`src/sv/lidar_scan_sample_deframer_unit_macros.svh`:
```
// Assertion helpers shared by the deframer RTL.
`ifndef LIDAR_SCAN_SAMPLE_DEFRAMER_UNIT_MACROS_SVH
`define LIDAR_SCAN_SAMPLE_DEFRAMER_UNIT_MACROS_SVH

// Plain property, sampled on clk_i, off during reset.
`define LSSD_ASSERT(lbl, prop, msg) \
  lbl: assert property (@(posedge clk_i) disable iff (!rst_ni) (prop)) else $error(msg);

// Same-cycle implication.
`define LSSD_ASSERT_IMPL(lbl, ante, cons, msg) \
  lbl: assert property (@(posedge clk_i) disable iff (!rst_ni) (ante) |-> (cons)) \
    else $error(msg);

`endif

```
`src/sv/lssd_pkg.sv`:
```
`default_nettype none

package lssd_pkg;

  localparam int unsigned MaxPoints = 1024;
  localparam int unsigned PointsW   = $clog2(MaxPoints + 1);
  localparam int unsigned CmpW      = (PointsW > 8) ? PointsW : 8;
  localparam int unsigned IdxW      = 10;
  localparam int unsigned TdataInW  = 16;
  localparam int unsigned TdataOutW = 72;

  localparam logic [7:0] MinPointsReset = 8'd15;
  localparam logic [1:0] SlotNone       = 2'd3;
  localparam logic [7:0] HdrSync0       = 8'hA5;
  localparam logic [7:0] HdrSync1       = 8'h5A;
  localparam logic [2:0] HdrLastPos     = 3'd6;
  localparam logic [2:0] NodeLastPos    = 3'd4;

  typedef enum logic [1:0] {
    KIND_SAMPLE     = 2'd0,
    KIND_BAD_HEADER = 2'd1,
    KIND_SYNC_LOST  = 2'd2,
    KIND_OVERFLOW   = 2'd3
  } kind_e;

  // One classified result waiting for the back end.
  typedef struct packed {
    kind_e            kind;
    logic [31:0]      node;
    logic [7:0]       last_byte;
    logic             scan_start;
    logic [1:0]       slot;
    logic [IdxW-1:0]  point_index;
    logic [1:0]       completed_slot;
    logic [15:0]      completed_count;
  } cmd_t;

  typedef struct packed {
    logic full;
    logic empty;
  } q_status_t;

endpackage

`default_nettype wire

```
`src/sv/lssd_front.sv`:
```
`default_nettype none
`include "lidar_scan_sample_deframer_unit_macros.svh"

module lssd_front (
  input  wire logic              clk_i,
  input  wire logic              rst_ni,
  input  wire logic              cfg_we_i,
  input  wire logic [7:0]        cfg_wdata_i,
  input  wire logic              accept_i,
  input  wire logic [7:0]        rx_byte_i,
  input  wire logic [1:0]        reader_slot_i,
  output      logic              push_o,
  output      lssd_pkg::cmd_t    cmd_o
);
  import lssd_pkg::*;

  logic [7:0]         min_pts_q;
  logic               mode_q, mode_d;
  logic [2:0]         pos_q, pos_d;
  logic [31:0]        held_q, held_d, held_base;
  logic [PointsW-1:0] points_q, points_d;
  logic [1:0]         cur_q, cur_d;
  logic [15:0]        count_q, count_d;
  logic               start;
  logic [1:0]         nxt_slot, alt_slot;

  assign held_base = (pos_q == 3'd0) ? 32'd0 : held_q;
  assign start     = held_q[0] & ~held_q[1];

  always_comb begin
    case (cur_q)
      2'd0: begin
        nxt_slot = 2'd1;
        alt_slot = 2'd2;
      end
      2'd1: begin
        nxt_slot = 2'd2;
        alt_slot = 2'd0;
      end
      default: begin
        nxt_slot = 2'd0;
        alt_slot = 2'd1;
      end
    endcase
  end

  always_comb begin
    mode_d   = mode_q;
    pos_d    = pos_q;
    held_d   = held_q;
    points_d = points_q;
    cur_d    = cur_q;
    count_d  = count_q;
    push_o   = 1'b0;
    cmd_o                 = '0;
    cmd_o.kind            = KIND_SAMPLE;
    cmd_o.node            = held_q;
    cmd_o.last_byte       = rx_byte_i;
    cmd_o.completed_slot  = SlotNone;
    cmd_o.completed_count = count_q;

    if (accept_i) begin
      held_d = held_base;
      if (!pos_q[2]) begin
        case (pos_q[1:0])
          2'd0:    held_d[7:0]   = rx_byte_i;
          2'd1:    held_d[15:8]  = rx_byte_i;
          2'd2:    held_d[23:16] = rx_byte_i;
          default: held_d[31:24] = rx_byte_i;
        endcase
      end

      if (!mode_q) begin
        if (pos_q < HdrLastPos) begin
          pos_d = pos_q + 3'd1;
        end else begin
          pos_d = 3'd0;
          if (held_q[7:0] != HdrSync0 || held_q[15:8] != HdrSync1) begin
            push_o     = 1'b1;
            cmd_o.kind = KIND_BAD_HEADER;
          end else begin
            mode_d   = 1'b1;
            points_d = '0;
          end
        end
      end else if (pos_q < NodeLastPos) begin
        pos_d = pos_q + 3'd1;
      end else begin
        pos_d = 3'd0;
        if (start) begin
          if (cur_q != SlotNone && points_q != '0 &&
              CmpW'(points_q) < CmpW'(min_pts_q)) begin
            mode_d     = 1'b0;
            points_d   = '0;
            push_o     = 1'b1;
            cmd_o.kind = KIND_SYNC_LOST;
          end else begin
            if (cur_q != SlotNone) begin
              count_d              = count_q + 16'd1;
              cmd_o.completed_slot = cur_q;
              cur_d                = (nxt_slot == reader_slot_i) ? alt_slot : nxt_slot;
            end else begin
              cur_d = 2'd0;
            end
            points_d              = PointsW'(1);
            push_o                = 1'b1;
            cmd_o.scan_start      = 1'b1;
            cmd_o.slot            = cur_d;
            cmd_o.completed_count = count_d;
          end
        end else if (cur_q != SlotNone) begin
          push_o = 1'b1;
          if (points_q >= PointsW'(MaxPoints)) begin
            cmd_o.kind = KIND_OVERFLOW;
          end else begin
            cmd_o.slot        = cur_q;
            cmd_o.point_index = IdxW'(points_q);
            points_d          = points_q + PointsW'(1);
          end
        end
      end
    end
  end

  always_ff @(posedge clk_i or negedge rst_ni) begin
    if (!rst_ni) begin
      min_pts_q <= MinPointsReset;
      mode_q    <= 1'b0;
      pos_q     <= 3'd0;
      points_q  <= '0;
      cur_q     <= SlotNone;
      count_q   <= 16'd0;
    end else begin
      if (cfg_we_i) begin
        min_pts_q <= cfg_wdata_i;
      end
      mode_q   <= mode_d;
      pos_q    <= pos_d;
      points_q <= points_d;
      cur_q    <= cur_d;
      count_q  <= count_d;
    end
  end

  always_ff @(posedge clk_i) begin
    held_q <= held_d;
  end

  `LSSD_ASSERT(a_points_cap, points_q <= PointsW'(MaxPoints), "point count past capacity")
  `LSSD_ASSERT_IMPL(a_node_pos, mode_q, pos_q <= NodeLastPos, "node byte position out of range")
  `LSSD_ASSERT_IMPL(a_hdr_pos, !mode_q, pos_q <= HdrLastPos, "header byte position out of range")
  `LSSD_ASSERT_IMPL(a_sample_slot, push_o && cmd_o.kind == KIND_SAMPLE,
                    cmd_o.slot != SlotNone, "sample emitted without an open slot")

endmodule

`default_nettype wire

```
`src/sv/lssd_queue.sv`:
```
`default_nettype none
`include "lidar_scan_sample_deframer_unit_macros.svh"

// Two-entry queue between classifier and output stage.
module lssd_queue (
  input  wire logic                clk_i,
  input  wire logic                rst_ni,
  input  wire logic                push_i,
  input  wire lssd_pkg::cmd_t      cmd_i,
  input  wire logic                pop_i,
  output      lssd_pkg::cmd_t      cmd_o,
  output      lssd_pkg::q_status_t status_o
);
  import lssd_pkg::*;

  cmd_t       mem_q [2];
  logic       wr_ptr_q, rd_ptr_q;
  logic [1:0] cnt_q;

  assign status_o.full  = (cnt_q == 2'd2);
  assign status_o.empty = (cnt_q == 2'd0);
  assign cmd_o          = mem_q[rd_ptr_q];

  always_ff @(posedge clk_i) begin
    if (push_i) begin
      mem_q[wr_ptr_q] <= cmd_i;
    end
  end

  always_ff @(posedge clk_i or negedge rst_ni) begin
    if (!rst_ni) begin
      wr_ptr_q <= 1'b0;
      rd_ptr_q <= 1'b0;
      cnt_q    <= 2'd0;
    end else begin
      if (push_i) begin
        wr_ptr_q <= ~wr_ptr_q;
      end
      if (pop_i) begin
        rd_ptr_q <= ~rd_ptr_q;
      end
      case ({push_i, pop_i})
        2'b10:   cnt_q <= cnt_q + 2'd1;
        2'b01:   cnt_q <= cnt_q - 2'd1;
        default: cnt_q <= cnt_q;
      endcase
    end
  end

  `LSSD_ASSERT(a_cnt_range, cnt_q <= 2'd2, "queue count out of range")
  `LSSD_ASSERT_IMPL(a_no_overrun, push_i, !status_o.full, "push into full queue")
  `LSSD_ASSERT_IMPL(a_no_underrun, pop_i, !status_o.empty, "pop from empty queue")

endmodule

`default_nettype wire

```
`src/sv/lssd_back.sv`:
```
`default_nettype none

// Output stage: decodes a queued node into sample fields and holds the beat.
module lssd_back (
  input  wire logic                            clk_i,
  input  wire logic                            rst_ni,
  input  wire lssd_pkg::cmd_t                  cmd_i,
  input  wire lssd_pkg::q_status_t             status_i,
  output      logic                            pop_o,
  output      logic                            m_axis_tvalid,
  input  wire logic                            m_axis_tready,
  output      logic [lssd_pkg::TdataOutW-1:0]  m_axis_tdata,
  output      logic [1:0]                      m_axis_tuser
);
  import lssd_pkg::*;

  logic                 valid_q;
  logic [TdataOutW-1:0] data_q, data_d;
  logic [1:0]           kind_q;
  logic                 sample;
  logic [5:0]           quality;
  logic [14:0]          angle;
  logic [15:0]          distance;

  assign sample   = (cmd_i.kind == KIND_SAMPLE);
  assign quality  = sample ? cmd_i.node[7:2] : 6'd0;
  assign angle    = sample ? {cmd_i.node[23:16], cmd_i.node[15:9]} : 15'd0;
  assign distance = sample ? {cmd_i.last_byte, cmd_i.node[31:24]} : 16'd0;

  assign data_d = {4'd0, cmd_i.completed_count, cmd_i.completed_slot, cmd_i.point_index,
                   cmd_i.slot, cmd_i.scan_start, distance, angle, quality};

  assign pop_o = !status_i.empty && (!valid_q || m_axis_tready);

  always_ff @(posedge clk_i or negedge rst_ni) begin
    if (!rst_ni) begin
      valid_q <= 1'b0;
    end else if (pop_o) begin
      valid_q <= 1'b1;
    end else if (m_axis_tready) begin
      valid_q <= 1'b0;
    end
  end

  always_ff @(posedge clk_i) begin
    if (pop_o) begin
      data_q <= data_d;
      kind_q <= cmd_i.kind;
    end
  end

  assign m_axis_tvalid = valid_q;
  assign m_axis_tdata  = data_q;
  assign m_axis_tuser  = kind_q;

endmodule

`default_nettype wire

```
`src/sv/lidar_scan_sample_deframer_unit.sv`:
```
// Throughput: one serial byte per cycle while the queue is not full.
// The classifier writes any result of a finished header or node into the two-entry queue;
// the output register then loads it from the queue when the output can take it.
// Reset (rst_ni, async low): header hunting, no slot open, count 0, min points 15.
// Output stalls back up through the queue; input ready drops only when the queue is full.
`default_nettype none

module lidar_scan_sample_deframer_unit (
  input  wire logic                            clk_i,
  input  wire logic                            rst_ni,
  input  wire logic                            cfg_we_i,
  input  wire logic [7:0]                      cfg_wdata_i,
  input  wire logic                            s_axis_tvalid,
  output      logic                            s_axis_tready,
  // [7:0] rx_byte, [9:8] reader_slot, [15:10] zero
  input  wire logic [lssd_pkg::TdataInW-1:0]   s_axis_tdata,
  output      logic                            m_axis_tvalid,
  input  wire logic                            m_axis_tready,
  // [5:0] quality, [20:6] angle_q6, [36:21] distance_q6, [37] scan_start,
  // [39:38] write_slot_out, [49:40] point_index, [51:50] completed_slot,
  // [67:52] completed_count, [71:68] zero
  output      logic [lssd_pkg::TdataOutW-1:0]  m_axis_tdata,
  // [1:0] kind
  output      logic [1:0]                      m_axis_tuser
);
  import lssd_pkg::*;

  logic      accept, push, pop;
  cmd_t      cmd_in, cmd_out;
  q_status_t q_status;

  assign s_axis_tready = !q_status.full;
  assign accept        = s_axis_tvalid && s_axis_tready;

  lssd_front u_front (
    .clk_i         (clk_i),
    .rst_ni        (rst_ni),
    .cfg_we_i      (cfg_we_i),
    .cfg_wdata_i   (cfg_wdata_i),
    .accept_i      (accept),
    .rx_byte_i     (s_axis_tdata[7:0]),
    .reader_slot_i (s_axis_tdata[9:8]),
    .push_o        (push),
    .cmd_o         (cmd_in)
  );

  lssd_queue u_queue (
    .clk_i    (clk_i),
    .rst_ni   (rst_ni),
    .push_i   (push),
    .cmd_i    (cmd_in),
    .pop_i    (pop),
    .cmd_o    (cmd_out),
    .status_o (q_status)
  );

  lssd_back u_back (
    .clk_i         (clk_i),
    .rst_ni        (rst_ni),
    .cmd_i         (cmd_out),
    .status_i      (q_status),
    .pop_o         (pop),
    .m_axis_tvalid (m_axis_tvalid),
    .m_axis_tready (m_axis_tready),
    .m_axis_tdata  (m_axis_tdata),
    .m_axis_tuser  (m_axis_tuser)
  );

endmodule

`default_nettype wire
```
`config.mk`:
```
export PLATFORM = sky130hd
export DESIGN_NAME = lidar_scan_sample_deframer_unit
export DESIGN_NICKNAME = d
export VERILOG_FILES = /design/src/sv/lssd_pkg.sv /design/src/sv/lssd_front.sv /design/src/sv/lssd_queue.sv /design/src/sv/lssd_back.sv /design/src/sv/lidar_scan_sample_deframer_unit.sv
export VERILOG_INCLUDE_DIRS = /design/src /design/src/sv
export SDC_FILE = /design/constraint.sdc
export NUM_CORES = 1
export LEC_CHECK = 0
export BUFFER_PORTS_ARGS = -buffer_cell sky130_fd_sc_hd__buf_2
export CAP_MARGIN = 20
export CORE_MARGIN = 4
export CORE_UTILIZATION = 59
export DETAILED_ROUTE_END_ITERATION = 16
export GPL_TIMING_DRIVEN = 0
export PLACE_DENSITY = 0.79
export SLEW_MARGIN = 10
export SYNTH_ARGS = -nofsm -noshare
export SYNTH_HDL_FRONTEND = slang
export SYNTH_SLANG_ARGS = --single-unit
```
`constraint.sdc`:
```
create_clock -name clk_i -period 6.2 [get_ports clk_i]
set_input_delay 0.62 -clock clk_i [delete_from_list [all_inputs] [get_ports clk_i]]
set_output_delay 0.62 -clock clk_i [all_outputs]
set_load 0.05 [all_outputs]
```
==> results of run 1 <==
where the power goes:
part / switching (uW) / internal, uW / total (uW)
Combinational: 1330 / 570 / 1900
Clock: 676 / 1040 / 1710
Sequential: 163 / 2680 / 2840
Total: 2170 / 4290 / 6460
worst paths after layout:
path,endpoint,cells past startpoint,slack [ps],from
worst max-delay path,u_queue.mem_q[0][1],8,3420,u_front.points_q[7]
worst min-delay path,u_back.m_axis_tvalid,2,290,m_axis_tready
worst max register to register,u_queue.mem_q[0][1],8,3420,u_front.points_q[7]
worst min register to register,u_queue.mem_q[1][59],0,480,u_front.held_q[20]
max in group asynchronous,u_front.min_pts_q[0],3,5150,rst_ni
min in group asynchronous,u_front.points_q[10],2,510,rst_ni
cell families after synthesis:
family | Yosys count | share of synthesized area
buffers and inverters | 52 | 0.0195
multiplexers | 81 | 0.0760
XOR/XNOR | 35 | 0.0267
AO/OA/AOI/OAI | 86 | 0.0497
other | 1 | 0.000327
AND/OR/NAND/NOR | 167 | 0.0767
flip-flops | 288 | 0.734
adder cells (fa/ha/maj) | 16 | 0.0174
stage by stage:
stage | hold slack [ps] | util
6_report | 294 | 0.714
3_3_place_gp | 460 | 0.648
5_1_grt | 289 | 0.714
3_5_place_dp | 464 | 0.662
2_1_floorplan | 324 | -
4_1_cts | 281 | 0.713
sequential cells by signal, summed over array words and instances (netlist names):
name and cells:
u_front.min_pts_q 8, u_queue.wr_ptr_q 1, u_front.points_q 11, u_queue.rd_ptr_q 1
u_queue.cnt_q 2, u_front.pos_q 3, u_front.count_q 16, u_queue.mem_q 140
u_back.m_axis_tuser 2, u_front.mode_q 1, u_back.m_axis_tdata 68, u_front.held_q 32
u_back.m_axis_tvalid 1, u_front.cur_q 2
layout make-up:
| type | count | area share |
|---|---|---|
| clock buffers | 38 | 0.0599 |
| clock inverters | 14 | 0.0109 |
| inverters | 16 | 0.00444 |
| plain buffers | 36 | 0.0122 |
| well taps | 260 | 0.0240 |
| flip-flops and latches | 288 | 0.622 |
| multi-input cells | 389 | 0.212 |
| repair buffers | 105 | 0.0541 |
layout by cell type, fill, tap and decap left out, types with 8 or more instances in the layout:
| master | n |
|---|---|
| a21oi_1 | 11 |
| a22o_1 | 24 |
| and2_1 | 11 |
| buf_2 | 96 |
| clkbuf_1 | 25 |
| clkbuf_16 | 30 |
| dfrtp_1 | 40 |
| edfxtp_1 | 242 |
| ha_1 | 16 |
| inv_1 | 16 |
| mux2_2 | 42 |
| mux2i_1 | 37 |
| nand2_1 | 32 |
| nand3_1 | 9 |
| nand4_1 | 13 |
| nor2_1 | 47 |
| nor3_1 | 9 |
| nor4_1 | 8 |
| o21ai_0 | 34 |
| xor2_1 | 30 |
worst max-delay path, delay by kind of cell (launching register included):
family	cells	cell delay [ps]
AOI/OAI and AO/OA	1	210
muxes	1	310
adders and majority gates	1	330
buffers and inverters	1	170
and+or+nand+nor	4	1060
DFF	1	460
timing repair:
action / CTS / global route
endpoints found under the hold margin: 0 / 9
resized for setup: 0 / 0
hold buffers: 0 / 1
setup buffers: 0 / 0
routing by layer:
| metal | GRT usage | share of wire | routed length [um] | vias to the layer above |
|---|---|---|---|---|
| met2 | 0.336 | 0.51 | 10700 | 234 |
| li1 | - | - | - | 2998 |
| met3 | 0.0346 | 0.058 | 1210 | 58 |
| met5 | 0 | 0.00062 | 13 | - |
| met1 | 0.246 | 0.40 | 8330 | 3166 |
| met4 | 0.0760 | 0.034 | 709 | 2 |
==> flow_summary_export.csv, run 1 <==
group,metric,value,unit
critical_path,cpPeakStageDelay,460,ps
layout,drive_gt1_frac,0.249,
detailed_routing,wl_per_cell,18.3,um
timing,fin_crit_sh,0.449,
place,placed_area,12600,um2
synthesis,synthTopCellsByArea,"edfxtp_1 (63%), dfrtp_1 (8.7%), mux2_2 (4.1%)",
timing,max_freq,359,MHz
detailed_routing,wl,21000,um
clock_tree,clk_latency,530,ps
grt,grt_pass1_wl,34000,um
detailed_routing,dr.pass1.iters,5,
synthesis,synth_area_leader_cell,"edfxtp_1",
synthesis,ys_async_sr_fraction,0.160,
grt,grt_max_degree,47,
synthesis,synth_seq_area_share,0.734,
timing,setup_ws,3420,ps
critical_path,cp.arrival,3060,ps
detailed_routing,postRouteAntennaNets,0,
synthesis,synth_edf_count,242,
pwr,peakVddDrop,418,uV
critical_path,start_kind,"flip-flop",
critical_path,crit_path_end_kind,"flip-flop",
timing,layout_min_cycle_time,2780,ps
synthesis,synth-main-ff-cell,"edfxtp_1",
synthesis,synth.distinct_cells,54,
floorplanning,fp.coreArea,19000,um2
critical_path,crit_path_max_fanout,9,
critical_path,critPathSlowestCell,"dfrtp_1",
layout,register_area,8430,um2
pwr,p_total,6460,uW
pwr,pwr_density_cell,477,nW/um2
critical_path,required,6480,ps
clock_tree,cts_buffer_depth,3,
floorplanning,initial_core_util,0.606,
min_path,hp-class,"in2reg",
layout,stdcell_area,13500,um2
critical_path,crit_chain,"ha_1 -> nand3_1 -> or4_4 -> a211oi_4 -> nor2_2 -> or3_1 -> buf_2 -> mux2_4",
clock_tree,root_buffer,"clkbuf_16",
place,dpl.hpwl,14200,um
place,pre_cts_ws,3410,ps
grt,grtUsageTotal,0.194,
timing,fin_skew,14.1,ps
synthesis,ys_seq_elements,288,
clock_tree,cts.clk_slew.worst_paths,60,ps
detailed_routing,viasPerCell,5.64,
timing,finalSetupTns,0,ps
critical_path,worstSetupPathType,"reg2reg",
detailed_routing,drt-initial-drc-count,376,
place,dp_cells,1092,
timing,setup_viol,0,
synthesis,yosysWarningCount,0,
layout,multiInputGateArea,2870,um2
clock_tree,htreeDepth,1,
floorplanning,die_w,148,um
floorplanning,num_io_pins,105,
clock_tree,clock-sinks,288,
grt,grt_overflow,0,
timing,relSlewSlack,0.423,
synthesis,synth.cell_area,11500,um2
timing,tightestPinTransition,864,ps
clock_tree,numCtsBuffers,28,
pwr,leakagePower,0.00536,uW
grt,antenna_found_initial,1,
detailed_routing,route.detailed.drc,0,
timing,hold_viol_final,0,
floorplanning,fp.dieH,148,um
layout,nNetsFinal,909,
outcome,outcome,"completed",
synthesis,synth_commonest_cells,"edfxtp_1 (242), nor2_1 (49), mux2_2 (42)",
floorplanning,rows,50,
detailed_routing,via_count,6458,
place,routabilityCongestion,0.829,
floorplanning,fp.dieArea,21800,um2
layout,num-fill-cells,1217,
grt,grt_pass1_vias,6616,
layout,finalNonFillerCells,1146,
layout,antennaDiodeCount,0,
timing,drv_slew,0,
run,drv_cap,0,
synthesis,synth.top_cell.area_share,0.633,
place,port_buffers,94,
timing,rsz0062_at_grt,"false",
clock_tree,cts_tree,"done",
synthesis,syn_avg_cell_area,15.8,um2
synthesis,yosysMostFrequentCell,"edfxtp_1",
layout,areaGrowthSynthToFinish,17.9,%
synthesis,synth_cells,726,
(Power assumes the default switching activity.)
==> run 2: changes to the inputs <==
- ABC_AREA: default -> 1
- clock period: 6.2 -> 2.9 ns (I/O delays scaled with it)
==> run 2 against run 1 <==
Hold slack lost 270 ps. Critical endpoint is now u_queue.mem_q[1][50]. Clock power grew 110%. First-iteration DRC count grew 96%. Non-clock buffer count grew 25. Power grew 130%. Clock-buffer cell count shrank 3. Highest routed layer is now met4. Register-to-register slack lost 3400 ps. Sequential share of layout area shrank 3.3 points. Sequential power grew 120%. Final cell count grew 34%.
==> flow_summary_export.csv, run 2 <==
group,metric,value,unit
synthesis,synth-main-ff-cell,"edfxtp_1",
synthesis,yosysWarningCount,0,
clock_tree,cts_buffer_depth,3,
synthesis,synth_area_leader_cell,"edfxtp_1",
timing,tightestPinTransition,889,ps
layout,mostFrequentLayoutCells,"nand2_1 (367), edfxtp_1 (242), buf_2 (98)",
grt,grtUsageTotal,0.225,
pwr,peakVddDrop,888,uV
floorplanning,num_io_pins,105,
timing,rsz0062_at_grt,"true",
critical_path,worstSetupPathType,"reg2reg",
min_path,holdCritStartpoint,"cfg_we_i",
grt,grt_max_degree,47,
clock_tree,root_buffer,"clkbuf_16",
timing,fin_crit_sh,0.980,
clock_tree,htreeDepth,1,
timing,layout_min_cycle_time,2840,ps
timing,hold_viol_final,0,
synthesis,ys_async_sr_fraction,0.160,
clock_tree,clock-sinks,288,
detailed_routing,viasPerCell,5.39,
critical_path,crit_chain,"inv_2 -> nand2_4 -> nand2_4 -> inv_16 -> nand2_1 -> nand2_1 -> nand2_1 -> nor2_4 -> buf_16 -> buf_12",
floorplanning,initial_core_util,0.601,
critical_path,crit_top_cell,"nand2_1",
grt,met3_usage,0.0315,
detailed_routing,postRouteAntennaNets,0,
layout,largest_reg_flops,140,
critical_path,path_buf_inv,4,
synthesis,synthTopCellsByArea,"edfxtp_1 (60%), nand2_1 (11%), dfrtp_1 (8.2%)",
detailed_routing,via_count,8289,
detailed_routing,drt-initial-drc-count,738,
synthesis,syn_avg_cell_area,11.1,um2
synthesis,yosysMostFrequentCell,"nand2_1",
grt,grt_pass1_vias,8144,
grt,grt_busiest_layer,"met2",
layout,drive_gt1_frac,0.150,
grt,grt_pass1_wl,40700,um
timing,max_freq,352,MHz
layout,multiInputGateArea,3210,um2
clock_tree,cts_tree,"done",
critical_path,start_kind,"flip-flop",
layout,finalNonFillerCells,1538,
floorplanning,fp.dieH,152,um
clock_tree,numCtsBuffers,28,
place,dp_cells,1466,
floorplanning,rows,52,
outcome,outcome,"completed",
detailed_routing,route.detailed.drc,0,
critical_path,required,3140,ps
place,dpl.hpwl,17000,um
floorplanning,fp.coreArea,20200,um2
clock_tree,clk_latency,550,ps
grt,use_met1,0.310,
synthesis,synth.top_cell.area_share,0.598,
synthesis,synth_commonest_cells,"nand2_1 (367), edfxtp_1 (242), inv_1 (78)",
floorplanning,fp.dieArea,23000,um2
critical_path,r2r-start,"u_queue.cnt_q[0]",
critical_path,cp_top_family,"simple AND/OR/NAND/NOR gates",
place,routabilityCongestion,0.897,
critical_path,crit_start,"u_queue.cnt_q[0]",
pwr,leakagePower,0.00593,uW
detailed_routing,wl_per_cell,16.5,um
detailed_routing,wl,25300,um
timing,relSlewSlack,0.406,
layout,largest_register,"u_queue.mem_q",
layout,antennaDiodeCount,0,
timing,fin_skew,20.1,ps
critical_path,crit_path_max_fanout,36,
layout,final_common_cell,"nand2_1",
synthesis,ys_seq_elements,288,
synthesis,synth_seq_area_share,0.693,
pwr,p_total,14700,uW
min_path,hp-class,"in2reg",
grt,use_met2,0.376,
run,drv_cap,0,
synthesis,synth.distinct_cells,42,
synthesis,synth.cell_area,12200,um2
critical_path,cp.arrival,3080,ps
timing,finalSetupTns,0,ps
place,port_buffers,94,
grt,antenna_found_initial,0,
timing,drv_slew,0,
floorplanning,die_w,152,um
layout,areaGrowthSynthToFinish,17.6,%
timing,setup_viol,0,
layout,register_area,8430,um2
layout,num-fill-cells,1376,
clock_tree,postCtsSetupBuffers,0,
clock_tree,cts.clk_slew.worst_paths,60,ps
synthesis,synth_edf_count,242,
pwr,pwr_density_cell,1030,nW/um2
detailed_routing,dr.pass1.iters,8,
grt,grt_overflow,0,
critical_path,crit_path_end_kind,"flip-flop",
synthesis,synth_cells,1093,
critical_path,cpPeakStageDelay,730,ps
critical_path,critPathSlowestCell,"nor2_4",
timing,whs,21.3,ps
layout,nNetsFinal,1291,
[run 2: logic make-up (layout without fill, tap and decap cells)]
family,Yosys count,count (layout),synth area share
AOI/OAI and AO/OA,120,120,0.0514
xor gates and xnor gates,9,9,0.00649
adders and majority gates,16,16,0.0165
buffers and inverters,128,300,0.0459
DFF,288,288,0.693
muxes,6,6,0.00504
other,1,4,0.000309
and+or+nand+nor,525,525,0.181
[run 2: what timing repair did]
action,4_1_cts,5_1_grt
hold buffers,20,0
pin swaps,0,0
setup endpoints to repair,54,54
gates cloned,0,0
hold endpoints to repair,44,0
resized for setup,3,1
[run 2: area by class of cell]
class | count | area share
Buffer | 46 | 0.0173
Clock buffer | 35 | 0.0516
Clock inverter | 17 | 0.0144
Inverter | 82 | 0.0227
Multi-Input combinational cell | 680 | 0.224
Sequential cell | 288 | 0.590
Tap cell | 270 | 0.0236
Timing Repair Buffer | 120 | 0.0566
[run 2: layer usage]
| metal | vias to the layer above | share of wire |
|---|---|---|
| met4 | 0 | 0.023 |
| met1 | 3930 | 0.42 |
| met2 | 294 | 0.49 |
| met3 | 50 | 0.068 |
| li1 | 4015 | - |
| met5 | - | 0 |
[run 2: worst paths after layout]
check / endpoint / slack (ps) / cells past startpoint
worst max-delay path: u_queue.mem_q[1][50] / 60 / 10
worst min-delay path: u_front.min_pts_q[4] / 20 / 2
worst max register to register: u_queue.mem_q[1][50] / 60 / 10
worst min register to register: u_queue.mem_q[0][61] / 500 / 0
max in group asynchronous: u_front.count_q[1] / 2150 / 2
min in group asynchronous: u_back.m_axis_tvalid / 300 / 2
[run 2: report_power, final]
part           switching, uW  total [uW]  internal (uW)
clock network           1500        3660           2170
logic                   3820        4850           1030
registers                368        6220           5860
total                   5680       14700           9060
[run 2: stage by stage]
step / instance area [um2] / setup slack (ps) / utilization
4_1_cts: 14300 / 24.7 / 0.706
6_report: 14300 / 58.2 / 0.706
2_1_floorplan: 12200 / -753 / -
3_5_place_dp: 13100 / -170 / 0.649
3_3_place_gp: 13000 / -1880 / 0.642
5_1_grt: 14300 / -132 / 0.706
